[config.mk]
export PLATFORM = sky130hd
export DESIGN_NAME = dram_frfcfs_command_picker
export DESIGN_NICKNAME = d
export VERILOG_FILES = /design/src/design/dfcp_pkg.sv /design/src/design/dram_frfcfs_command_picker.sv /design/src/design/dfcp_ctrl.sv /design/src/design/dfcp_datapath.sv
export SDC_FILE = /design/constraint.sdc
export NUM_CORES = 1
export LEC_CHECK = 0
export BUFFER_PORTS_ARGS = -buffer_cell sky130_fd_sc_hd__buf_2
export CAP_MARGIN = 5
export CORE_UTILIZATION = 60
export DETAILED_ROUTE_END_ITERATION = 8
export GPL_TIMING_DRIVEN = 0
export PLACE_DENSITY = 0.81
export SLEW_MARGIN = 20
export SYNTH_ARGS = -nofsm -noshare
export SYNTH_HDL_FRONTEND = slang
export SYNTH_HIERARCHICAL = 1
export SYNTH_SLANG_ARGS = --single-unit
[constraint.sdc]
create_clock -name aclk -period 16.8 [get_ports aclk]
set_input_delay 0.84 -clock aclk [delete_from_list [all_inputs] [get_ports aclk]]
set_output_delay 0.84 -clock aclk [all_outputs]
set_load 0.01 [all_outputs]
[src/design/dfcp_pkg.sv]
// dfcp_pkg: shared constants, codes and controller/datapath interface types
// for the fr-fcfs dram command picker; no dependencies
package dfcp_pkg;

    localparam int QUEUE_DEPTH    = 64;
    localparam int RANK_COUNT     = 2;
    localparam int BANK_COUNT     = 8;
    localparam int MASK_WIDTH     = 64;
    localparam int NUM_FLAT_BANKS = 16;
    localparam int SCAN_BANKS     = (RANK_COUNT * BANK_COUNT > NUM_FLAT_BANKS) ?
                                    NUM_FLAT_BANKS : RANK_COUNT * BANK_COUNT;
    localparam int ENTRY_SLOTS    = 128;

    localparam logic [7:0] HIT_SAT            = 8'd255;
    localparam logic [7:0] HIT_CAP_RESET      = 8'd4;
    localparam logic [6:0] HIGH_WMARK_RESET   = 7'd40;
    localparam logic [6:0] LOW_WMARK_RESET    = 7'd20;

    typedef enum logic [1:0] {
        CFG_HIT_CAP    = 2'd0,
        CFG_HIGH_WMARK = 2'd1,
        CFG_LOW_WMARK  = 2'd2
    } cfg_index_t;

    typedef enum logic [1:0] {
        ACT_NONE      = 2'd0,
        ACT_READ      = 2'd1,
        ACT_WRITE     = 2'd2,
        ACT_PRECHARGE = 2'd3
    } action_t;

    localparam logic OP_LOAD = 1'b0;
    localparam logic OP_TICK = 1'b1;

    typedef enum logic [2:0] {
        ST_IDLE,
        ST_DISPATCH,
        ST_FETCH,
        ST_COMMIT
    } ctrl_state_t;

    typedef struct packed {
        logic capture;
        logic dispatch;
        logic fetch;
        logic commit;
    } dp_cmd_t;

    typedef struct packed {
        logic op_tick;
        logic out_free;
    } dp_status_t;

endpackage

[src/design/dram_frfcfs_command_picker.sv]
// dram_frfcfs_command_picker: top level joining controller and datapath
// depends on dfcp_pkg, dfcp_ctrl, dfcp_datapath
//
// usage:
// - input channel (s_*): one transaction is either a bank load for one entry
//   slot (operation 0, no result) or a scheduling tick (operation 1, one result)
// - result channel (m_*): action, entry index, hit and auto-precharge flags,
//   target bank and drain state after the tick
// - config channel (cfg_*): ready only while the picker waits for a transaction;
//   index 0 hit cap, 1 high watermark, 2 low watermark, other indexes ignored
// - a load captures the slot, then writes its bank into the table before the next accept
// - a tick runs in order: capture, drain decision and 64-entry priority pick,
//   bank table read, counter update into the output register
// - the output register frees the input side: the next transaction is taken
//   while a result waits; a stalled receiver holds a tick only at its last step
// - reset clears drain mode, all hit counters and the output valid, and loads
//   the register defaults; both ready outputs stay low during reset; the bank
//   table holds no reset value
module dram_frfcfs_command_picker
    import dfcp_pkg::*;
(
    input  logic                  aclk,
    input  logic                  aresetn,
    input  logic                  cfg_valid,
    output logic                  cfg_ready,
    input  logic [1:0]            cfg_index,
    input  logic [7:0]            cfg_data,
    input  logic                  s_valid,
    output logic                  s_ready,
    input  logic                  s_operation,
    input  logic [6:0]            s_slot_index,
    input  logic [3:0]            s_slot_bank,
    input  logic [MASK_WIDTH-1:0] s_read_ready,
    input  logic [MASK_WIDTH-1:0] s_read_column,
    input  logic [MASK_WIDTH-1:0] s_write_ready,
    input  logic [MASK_WIDTH-1:0] s_write_column,
    input  logic [6:0]            s_read_count,
    input  logic [6:0]            s_write_count,
    input  logic [15:0]           s_autoprecharge_ok,
    input  logic [15:0]           s_precharge_ok,
    output logic                  m_valid,
    input  logic                  m_ready,
    output logic [1:0]            m_action,
    output logic [5:0]            m_entry_index,
    output logic                  m_column_hit,
    output logic                  m_auto_precharge,
    output logic [3:0]            m_target_bank,
    output logic                  m_draining
);

    dp_cmd_t    cmd;
    dp_status_t status;
    logic       cfg_write;

    assign cfg_ready = s_ready;
    assign cfg_write = cfg_valid && cfg_ready;

    dfcp_ctrl u_ctrl (
        .aclk    (aclk),
        .aresetn (aresetn),
        .s_valid (s_valid),
        .s_ready (s_ready),
        .status  (status),
        .cmd     (cmd)
    );

    dfcp_datapath u_datapath (
        .aclk               (aclk),
        .aresetn            (aresetn),
        .cmd                (cmd),
        .status             (status),
        .cfg_valid          (cfg_write),
        .cfg_index          (cfg_index),
        .cfg_data           (cfg_data),
        .s_operation        (s_operation),
        .s_slot_index       (s_slot_index),
        .s_slot_bank        (s_slot_bank),
        .s_read_ready       (s_read_ready),
        .s_read_column      (s_read_column),
        .s_write_ready      (s_write_ready),
        .s_write_column     (s_write_column),
        .s_read_count       (s_read_count),
        .s_write_count      (s_write_count),
        .s_autoprecharge_ok (s_autoprecharge_ok),
        .s_precharge_ok     (s_precharge_ok),
        .m_valid            (m_valid),
        .m_ready            (m_ready),
        .m_action           (m_action),
        .m_entry_index      (m_entry_index),
        .m_column_hit       (m_column_hit),
        .m_auto_precharge   (m_auto_precharge),
        .m_target_bank      (m_target_bank),
        .m_draining         (m_draining)
    );

endmodule

[src/design/dfcp_ctrl.sv]
// dfcp_ctrl: sequencing state machine of the command picker
// depends on dfcp_pkg; drives dfcp_datapath through dp_cmd_t
module dfcp_ctrl
    import dfcp_pkg::*;
(
    input  logic       aclk,
    input  logic       aresetn,
    input  logic       s_valid,
    output logic       s_ready,
    input  dp_status_t status,
    output dp_cmd_t    cmd
);

    ctrl_state_t state_reg, state_next;

    always_ff @(posedge aclk) begin
        if (!aresetn) begin
            state_reg <= ST_IDLE;
        end else begin
            state_reg <= state_next;
        end
    end

    always_comb begin
        state_next = state_reg;
        cmd        = '0;
        s_ready    = 1'b0;
        case (state_reg)
            ST_IDLE: begin
                s_ready = aresetn;
                if (s_valid && aresetn) begin
                    cmd.capture = 1'b1;
                    state_next  = ST_DISPATCH;
                end
            end
            ST_DISPATCH: begin
                cmd.dispatch = 1'b1;
                state_next   = status.op_tick ? ST_FETCH : ST_IDLE;
            end
            ST_FETCH: begin
                cmd.fetch  = 1'b1;
                state_next = ST_COMMIT;
            end
            ST_COMMIT: begin
                if (status.out_free) begin
                    cmd.commit = 1'b1;
                    state_next = ST_IDLE;
                end
            end
            default: begin
                state_next = ST_IDLE;
            end
        endcase
    end

endmodule

[src/design/dfcp_datapath.sv]
// dfcp_datapath: input capture, bank table, drain hysteresis, oldest-first pick,
// per-bank hit counters and output register; depends on dfcp_pkg
module dfcp_datapath
    import dfcp_pkg::*;
(
    input  logic                  aclk,
    input  logic                  aresetn,
    input  dp_cmd_t               cmd,
    output dp_status_t            status,
    input  logic                  cfg_valid,
    input  logic [1:0]            cfg_index,
    input  logic [7:0]            cfg_data,
    input  logic                  s_operation,
    input  logic [6:0]            s_slot_index,
    input  logic [3:0]            s_slot_bank,
    input  logic [MASK_WIDTH-1:0] s_read_ready,
    input  logic [MASK_WIDTH-1:0] s_read_column,
    input  logic [MASK_WIDTH-1:0] s_write_ready,
    input  logic [MASK_WIDTH-1:0] s_write_column,
    input  logic [6:0]            s_read_count,
    input  logic [6:0]            s_write_count,
    input  logic [15:0]           s_autoprecharge_ok,
    input  logic [15:0]           s_precharge_ok,
    output logic                  m_valid,
    input  logic                  m_ready,
    output logic [1:0]            m_action,
    output logic [5:0]            m_entry_index,
    output logic                  m_column_hit,
    output logic                  m_auto_precharge,
    output logic [3:0]            m_target_bank,
    output logic                  m_draining
);

    function automatic logic [6:0] first_set(input logic [MASK_WIDTH-1:0] m);
        logic [6:0] r;
        r = '0;
        for (int i = MASK_WIDTH - 1; i >= 0; i--) begin
            if (m[i]) begin
                r = {1'b1, 6'(i)};
            end
        end
        return r;
    endfunction

    function automatic logic [MASK_WIDTH-1:0] occupancy(input logic [6:0] count);
        logic [MASK_WIDTH-1:0] r;
        for (int i = 0; i < MASK_WIDTH; i++) begin
            r[i] = (i < QUEUE_DEPTH) && (7'(i) < count);
        end
        return r;
    endfunction

    // configuration
    logic [7:0] hit_cap_reg;
    logic [6:0] high_wmark_reg;
    logic [6:0] low_wmark_reg;

    always_ff @(posedge aclk) begin
        if (!aresetn) begin
            hit_cap_reg    <= HIT_CAP_RESET;
            high_wmark_reg <= HIGH_WMARK_RESET;
            low_wmark_reg  <= LOW_WMARK_RESET;
        end else if (cfg_valid) begin
            case (cfg_index)
                CFG_HIT_CAP:    hit_cap_reg    <= cfg_data;
                CFG_HIGH_WMARK: high_wmark_reg <= cfg_data[6:0];
                CFG_LOW_WMARK:  low_wmark_reg  <= cfg_data[6:0];
                default: ;
            endcase
        end
    end

    // captured transaction
    logic                  op_reg;
    logic [6:0]            slot_index_reg;
    logic [3:0]            slot_bank_reg;
    logic [MASK_WIDTH-1:0] rd_ready_reg, rd_column_reg, wr_ready_reg, wr_column_reg;
    logic [6:0]            rd_count_reg, wr_count_reg;
    logic [15:0]           ap_ok_reg, pre_ok_reg;

    always_ff @(posedge aclk) begin
        if (cmd.capture) begin
            op_reg         <= s_operation;
            slot_index_reg <= s_slot_index;
            slot_bank_reg  <= s_slot_bank;
            rd_ready_reg   <= s_read_ready;
            rd_column_reg  <= s_read_column;
            wr_ready_reg   <= s_write_ready;
            wr_column_reg  <= s_write_column;
            rd_count_reg   <= s_read_count;
            wr_count_reg   <= s_write_count;
            ap_ok_reg      <= s_autoprecharge_ok;
            pre_ok_reg     <= s_precharge_ok;
        end
    end

    // drain decision and oldest-first pick
    logic                  drain_reg, drain_next;
    logic [MASK_WIDTH-1:0] sel_ready, sel_column;
    logic [6:0]            hit_pick, any_pick;
    logic                  found_reg, hit_reg;
    logic [5:0]            pos_reg;

    always_comb begin
        drain_next = drain_reg && (wr_count_reg > low_wmark_reg);
        if (wr_count_reg > high_wmark_reg) begin
            drain_next = 1'b1;
        end else if (rd_count_reg == 7'd0) begin
            drain_next = 1'b1;
        end
        if (drain_next) begin
            sel_ready  = wr_ready_reg & occupancy(wr_count_reg);
            sel_column = wr_column_reg;
        end else begin
            sel_ready  = rd_ready_reg & occupancy(rd_count_reg);
            sel_column = rd_column_reg;
        end
        hit_pick = first_set(sel_ready & sel_column);
        any_pick = first_set(sel_ready);
    end

    always_ff @(posedge aclk) begin
        if (!aresetn) begin
            drain_reg <= 1'b0;
        end else if (cmd.dispatch && op_reg == OP_TICK) begin
            drain_reg <= drain_next;
        end
    end

    always_ff @(posedge aclk) begin
        if (cmd.dispatch) begin
            found_reg <= any_pick[6];
            hit_reg   <= hit_pick[6];
            pos_reg   <= hit_pick[6] ? hit_pick[5:0] : any_pick[5:0];
        end
    end

    // entry bank table
    logic [3:0] entry_bank_mem [ENTRY_SLOTS];
    logic [3:0] bank_rd_reg;

    always_ff @(posedge aclk) begin
        if (cmd.dispatch && op_reg == OP_LOAD) begin
            entry_bank_mem[slot_index_reg] <= slot_bank_reg;
        end
    end

    always_ff @(posedge aclk) begin
        if (cmd.fetch) begin
            bank_rd_reg <= entry_bank_mem[{drain_reg, pos_reg}];
        end
    end

    // hit counters and result
    logic [7:0] hit_cnt_reg [NUM_FLAT_BANKS];
    logic [7:0] cnt_cur, cnt_inc;
    logic       autop;
    logic       pre_found;
    logic [3:0] pre_bank;
    logic [1:0] action_next;
    logic [3:0] bank_next;

    always_comb begin
        cnt_cur   = hit_cnt_reg[bank_rd_reg];
        cnt_inc   = (cnt_cur == HIT_SAT) ? HIT_SAT : cnt_cur + 8'd1;
        autop     = found_reg && hit_reg && (cnt_inc >= hit_cap_reg) && ap_ok_reg[bank_rd_reg];
        pre_found = 1'b0;
        pre_bank  = '0;
        for (int b = SCAN_BANKS - 1; b >= 0; b--) begin
            if (hit_cnt_reg[b] >= hit_cap_reg && pre_ok_reg[b]) begin
                pre_found = 1'b1;
                pre_bank  = 4'(b);
            end
        end
        if (found_reg) begin
            action_next = drain_reg ? ACT_WRITE : ACT_READ;
            bank_next   = bank_rd_reg;
        end else if (pre_found) begin
            action_next = ACT_PRECHARGE;
            bank_next   = pre_bank;
        end else begin
            action_next = ACT_NONE;
            bank_next   = '0;
        end
    end

    always_ff @(posedge aclk) begin
        if (!aresetn) begin
            for (int b = 0; b < NUM_FLAT_BANKS; b++) begin
                hit_cnt_reg[b] <= '0;
            end
        end else if (cmd.commit) begin
            if (found_reg) begin
                hit_cnt_reg[bank_rd_reg] <= (hit_reg && !autop) ? cnt_inc : 8'd0;
            end else if (pre_found) begin
                hit_cnt_reg[pre_bank] <= 8'd0;
            end
        end
    end

    // output register
    logic m_valid_reg;

    always_ff @(posedge aclk) begin
        if (!aresetn) begin
            m_valid_reg <= 1'b0;
        end else if (cmd.commit) begin
            m_valid_reg <= 1'b1;
        end else if (m_ready) begin
            m_valid_reg <= 1'b0;
        end
    end

    always_ff @(posedge aclk) begin
        if (cmd.commit) begin
            m_action         <= action_next;
            m_entry_index    <= found_reg ? pos_reg : 6'd0;
            m_column_hit     <= found_reg && hit_reg;
            m_auto_precharge <= autop;
            m_target_bank    <= bank_next;
            m_draining       <= drain_reg;
        end
    end

    assign m_valid         = m_valid_reg;
    assign status.op_tick  = op_reg;
    assign status.out_free = !m_valid_reg || m_ready;

endmodule

Word-level counts from Yosys, hierarchy flattened
Memories as Yosys holds them, arrays and structs flattened. A register that Yosys moved wholly into a read port is not among the register bits. Index checks and enable logic that the tools add are counted.

Bits in writable memories: 640. Memories kept: 2. Output and inout port bits: 18. Register bits after elaboration: 364. Bits of input ports: 329. Logic and storage cells: 433.

Memories: u_datapath.entry_bank_mem (depth 128, width 4, read ports 1, clocked after Yosys merged registers in 1, write ports 1, line dfcp_datapath.sv:139) `logic [3:0] entry_bank_mem [ENTRY_SLOTS];`; u_datapath.hit_cnt_reg (depth 16, width 8, read ports 17, clocked after Yosys merged registers in 0, write ports 16, line dfcp_datapath.sv:155) `logic [7:0] hit_cnt_reg [NUM_FLAT_BANKS];`.

Add/sub/neg operators: 1. Reduce and logical (&&, ||, !) cells: 39. $lt $le $gt $ge: 148. Equal/unequal tests: 8. Multiplexer cells: 205. Bitwise operators: 4.

Operator list (number): two-way mux 7 bit (65); less-than comparator 6 x 7 -> 1 bit (first input constant) (64); two-way mux 6 bit (64); less-than comparator 5 x 7 -> 1 bit (first input constant) (32); bitwise AND 64 bit (3); greater-or-equal comparator 8 bit (17); two-way mux 64 bit (2); less-than comparator 4 x 7 -> 1 bit (first input constant) (16); two-way mux 4 bit (20); OR reduction 63 bit (1); less-than comparator 3 x 7 -> 1 bit (first input constant) (8); two-way mux 1 bit (42); two-way mux 8 bit (4); less-than comparator 1 x 7 -> 1 bit (first input constant) (4); less-than comparator 2 x 7 -> 1 bit (first input constant) (4); logical AND 1 bit (25); OR reduction 8 bit (2); greater-than comparator 7 bit (2); one-hot mux 3 bit (4 select lines) (1); adder 8 x 1 -> 8 bit (second input constant) (1); == test 8 bit (second input constant) (1); two-way mux 2 bit (4); AND reduction 2 bit (4); zero test 7 bit (1); other kinds (15) (18).

Longest topological paths before layout
Depth in word-level cells: 71. Depth in mapped cells: 26. Depth with buffers taken out: 19.

Cells and area by module
Netlist, hierarchy kept.

Modules (own cells, without submodules): dfcp_datapath (cells each 3174, sequential area each 29938.7 um^2, times used 1, area each 46609.7 um^2); dfcp_ctrl (cells each 12, sequential area each 40.0 um^2, times used 1, area each 123.9 um^2); dram_frfcfs_command_picker (cells each 2, sequential area each 0.0 um^2, times used 1, area each 13.8 um^2).

Worst setup path after synthesis
OpenSTA, ideal clock, no wires.

Kind: input -> register. From: input port aresetn. To: register u_datapath.ap_ok_reg[0] (enable). Required time: 16086 ps. Setup slack: 7789 ps. Data arrival time: 8297 ps. Path buffers: 0. Library setup time: 714 ps. Cell stages on the path: 2. Cells stage by stage: nor3b_2 -> and2_1.

RTL lines: start: declaration (line dram_frfcfs_command_picker.sv:23) `input logic aresetn,`; end signal: assignment (line dfcp_datapath.sv:92) `ap_ok_reg <= s_autoprecharge_ok;`; end: declaration (line dfcp_datapath.sv:79) `logic [15:0] ap_ok_reg, pre_ok_reg;`.

==> impl_results.md <==
* Top_reg_cell synth: edfxtp_1
* Pint at 4390 uW
* Worst setup SP type: flop
* H-tree Lvls at 3
* Setup crit end: u_datapath/hit_cnt_reg[14][6]
* GPL Wtd Cong at 1.05
* Post-synthesis sequential area ratio at 0.641
* Crit path largest cell delay at 0.73 ns
* Worst setup startpoint: u_datapath/bank_rd_reg[1]
* Final setup vio count at 0
* RSZ-0062 raised after global routing: false
* CP bufs+invs at 4
* Die ar. at 79000 um2
* CP Data Arrival Time at about 8.5 ns
* Post-CTS setup buffer count at 0
* Synthesized area at 46700 um2
* Flops & latches, synth at 1007
* Max VDD drop at 96.1 uV
* Sequential cell area at 30000 um2
* Top delay family on crit path: buffers and inverters
* Wire per inst at 31.6 um
* Sw Ratio at 0.247
* Maximum number of pins on one net before global-route repair at 63
* Clk sink count at 1007
* Vias in the first global route at 32500
* Post-layout util at 0.703
* Gr usage total at 0.380
* Die Ht at between 200 and 300 um
* Root Driver: clkbuf_16
* HP Class: in -> reg
* Footprint of the multi-input gates at 15800 um2
* Vias/cell at 6.96
* CP dominant cell by count: a21o_1
* Vias at 33300
* Dpl hpwl at between 100000 and 150000 um
* Seq pwr share at 0.489
* Max Freq at 125 MHz
* Setup TNS at 0 ns
* Synthesized net count at 3668
* CTS Hold Bufs at 0
* Synth-to-Final Area Change at 15.0%
* Rows at 101
* Hold Vio Cnt, Final at 0
* WL final at 151000 um
* Initial core utilization at 0.611
* Crit. End Element: flop
* Post-synthesis cell type count at 103
* Total power at just under 6000 uW
* Clock skew at 0.0421 ns
* CTS Buf Count at 100
* Slew @ Worst Pin at 1.30 ns
* Iter 0 DRT Violations at 5483
* Initial antenna violation count at 9
* CP Data Required Time at 17.29 ns
* Ys Warns at 6
* Final min period at 8.02 ns
* Area contributors post-synth: edfxtp_1 63%, mux4_2 10%, ha_1 4.0%
* Crit. path cell count at 23
* CP max-delay cell: buf_1
* Cells after synthesis at 3188
* Number of I/O pins at 347
* Switching pwr at 1440 uW
* R2r setup slk at 8.78 ns
* Outcome: finished clean
* Clock tree buffer depth at 3
* Nets@finish at roughly 4100
* Post-synth ARST share at 0
* CP cell instances: buf_2 -> buf_1 -> clkbuf_1 -> mux4_2 -> mux4_2 -> ha_1 -> and3_1 -> and3_1 -> nand3_1 -> and2_1 -> ha_1 -> nand2b_1 -> a21o_1 -> a21o_1 -> a21o_1 -> a21o_1 -> a21o_1 -> a21o_1 -> a21oi_1 -> o311a_1 -> nand2_1 -> clkbuf_1 -> nor3_1
* R2R depth at 23
* P per Cell Area at 108 nW/um2
* Layout cells sized above 1 at 0.217
* Post-synth top area cell: edfxtp_1
* Antenna violation net count after detailed routing at 0
* Clock power frac at 0.400
* Max cap viols at 0
* Post-synth EDFFs at 981
* Worst reg2reg endpoint: u_datapath/hit_cnt_reg[14][6]
* Rel. slew slack at 0.136
* Top cell type's share of synthesized area at 0.630
* Combinational share of power at 0.111
* CP Class: reg -> reg
* Reg2reg start: u_datapath/bank_rd_reg[1]
* DRC Markers at 0
* Core ar. at 76500 um2
* Slew Limit Fails at 0
* IO buf count at roughly 350
* CTS tree: yes
* Clock transition at path regs at 0.07 ns
* Final period util at 0.477
* Initial DRT Pass Iterations at 6
* Synth Area per Inst at 14.7 um2
* Die width at between 200 and 300 um
* Max FO, Critical Path at 10
* Leakage at 0.0189 uW
* Clock Latency Late Sink at 0.71 ns
* First-pass GRT wire length at 213000 um
* GRT overflow at 0
* Fillers at 4888
* CTS resizes at 0
* Number of flip-flops in the largest register at 512
[Yosys cell counts, types with 14 or more instances]
| library cell | instances |
|---|---|
| edfxtp_1 | 981 |
| nor2_1 | 290 |
| nand2_1 | 229 |
| mux4_2 | 212 |
| ha_1 | 151 |
| o21ai_0 | 134 |
| clkbuf_1 | 107 |
| nor3_1 | 107 |
| nand3_1 | 89 |
| a21oi_1 | 88 |
| a21o_1 | 66 |
| inv_1 | 60 |
| o21a_1 | 48 |
| nand2b_1 | 42 |
| mux2i_1 | 40 |
| nand4_1 | 33 |
| and2_1 | 30 |
| dfxtp_1 | 26 |
| a211oi_1 | 24 |
| and3_1 | 24 |
| o211ai_1 | 23 |
| buf_1 | 21 |
| a31oi_1 | 19 |
| nor2b_1 | 19 |
| buf_2 | 17 |
| o31ai_1 | 16 |
| or3_1 | 16 |
| buf_4 | 15 |
| o2111ai_1 | 15 |
| a22oi_1 | 14 |
[metrics by stage]
step / setup slack [ns] / instance area (um2) / hold WS (ns) / instances
CTS: 8.99 / 53800 / 0.270 / 4779
global route: 8.72 / 53800 / 0.281 / 4780
floorplan: 7.79 / 46700 / 0.409 / 3188
global placement: 4.55 / 49800 / 0.426 / 4564
finish: 8.78 / 53800 / 0.299 / 4781
detailed placement: 9.02 / 50300 / 0.442 / 4593
[area by class of cell]
type                            count  area share
Sequential cell                  1007       0.557
Multi-Input combinational cell   1955       0.294
Clock buffer                      124      0.0495
Timing Repair Buffer              376      0.0425
Tap cell                         1030      0.0240
Clock inverter                     62      0.0144
Buffer                            164      0.0138
Inverter                           62     0.00433
Antenna cell                        1   0.0000465
[how the worst min path moves through the flow]
stage	slack, ns	cells after the start	startpoint	to
after global placement	0.43	0	u_datapath/drain_reg	u_datapath/m_draining
after detailed placement	0.44	0	u_datapath/drain_reg	u_datapath/m_draining
after CTS	0.27	1	s_read_count[0]	u_datapath/rd_count_reg[0]
after global routing	0.28	1	s_write_ready[26]	u_datapath/wr_ready_reg[26]
final	0.30	1	s_write_ready[26]	u_datapath/wr_ready_reg[26]
after floorplan	0.41	0	u_datapath/drain_reg	u_datapath/m_draining
[power by group through the flow]
stage                     clock network [uW]  logic, uW  registers, uW
after CTS                               2350        623           2850
after detailed placement                   0        615           2900
after floorplan                            0        363           2900
after global placement                     0        577           2930
after global routing                    2430        671           2850
final                                   2330        648           2850
[per-layer routing]
layer  global-route usage  wire, um
met2                0.573     67400
met5                    0        27
met3                0.109     21100
met4                0.200      9380
met1                0.503     53000
[layout by cell type, fill, tap and decap left out, types with 88 or more instances in the layout]
master	count
a21oi_1	88
buf_2	364
clkbuf_1	124
clkbuf_16	101
edfxtp_1	981
ha_1	151
mux4_2	212
nand2_1	229
nand3_1	89
nor2_1	290
nor3_1	107
o21ai_0	127
[kinds of logic after synthesis]
kind of cell,share of synthesized area
compound gates,0.0856
xor+xnor,0.000750
fa+ha+maj,0.0404
buf+inv,0.0207
flops,0.641
mux,0.112
simple gates,0.0990
Note: power is estimated with default switching activity, not from simulation.
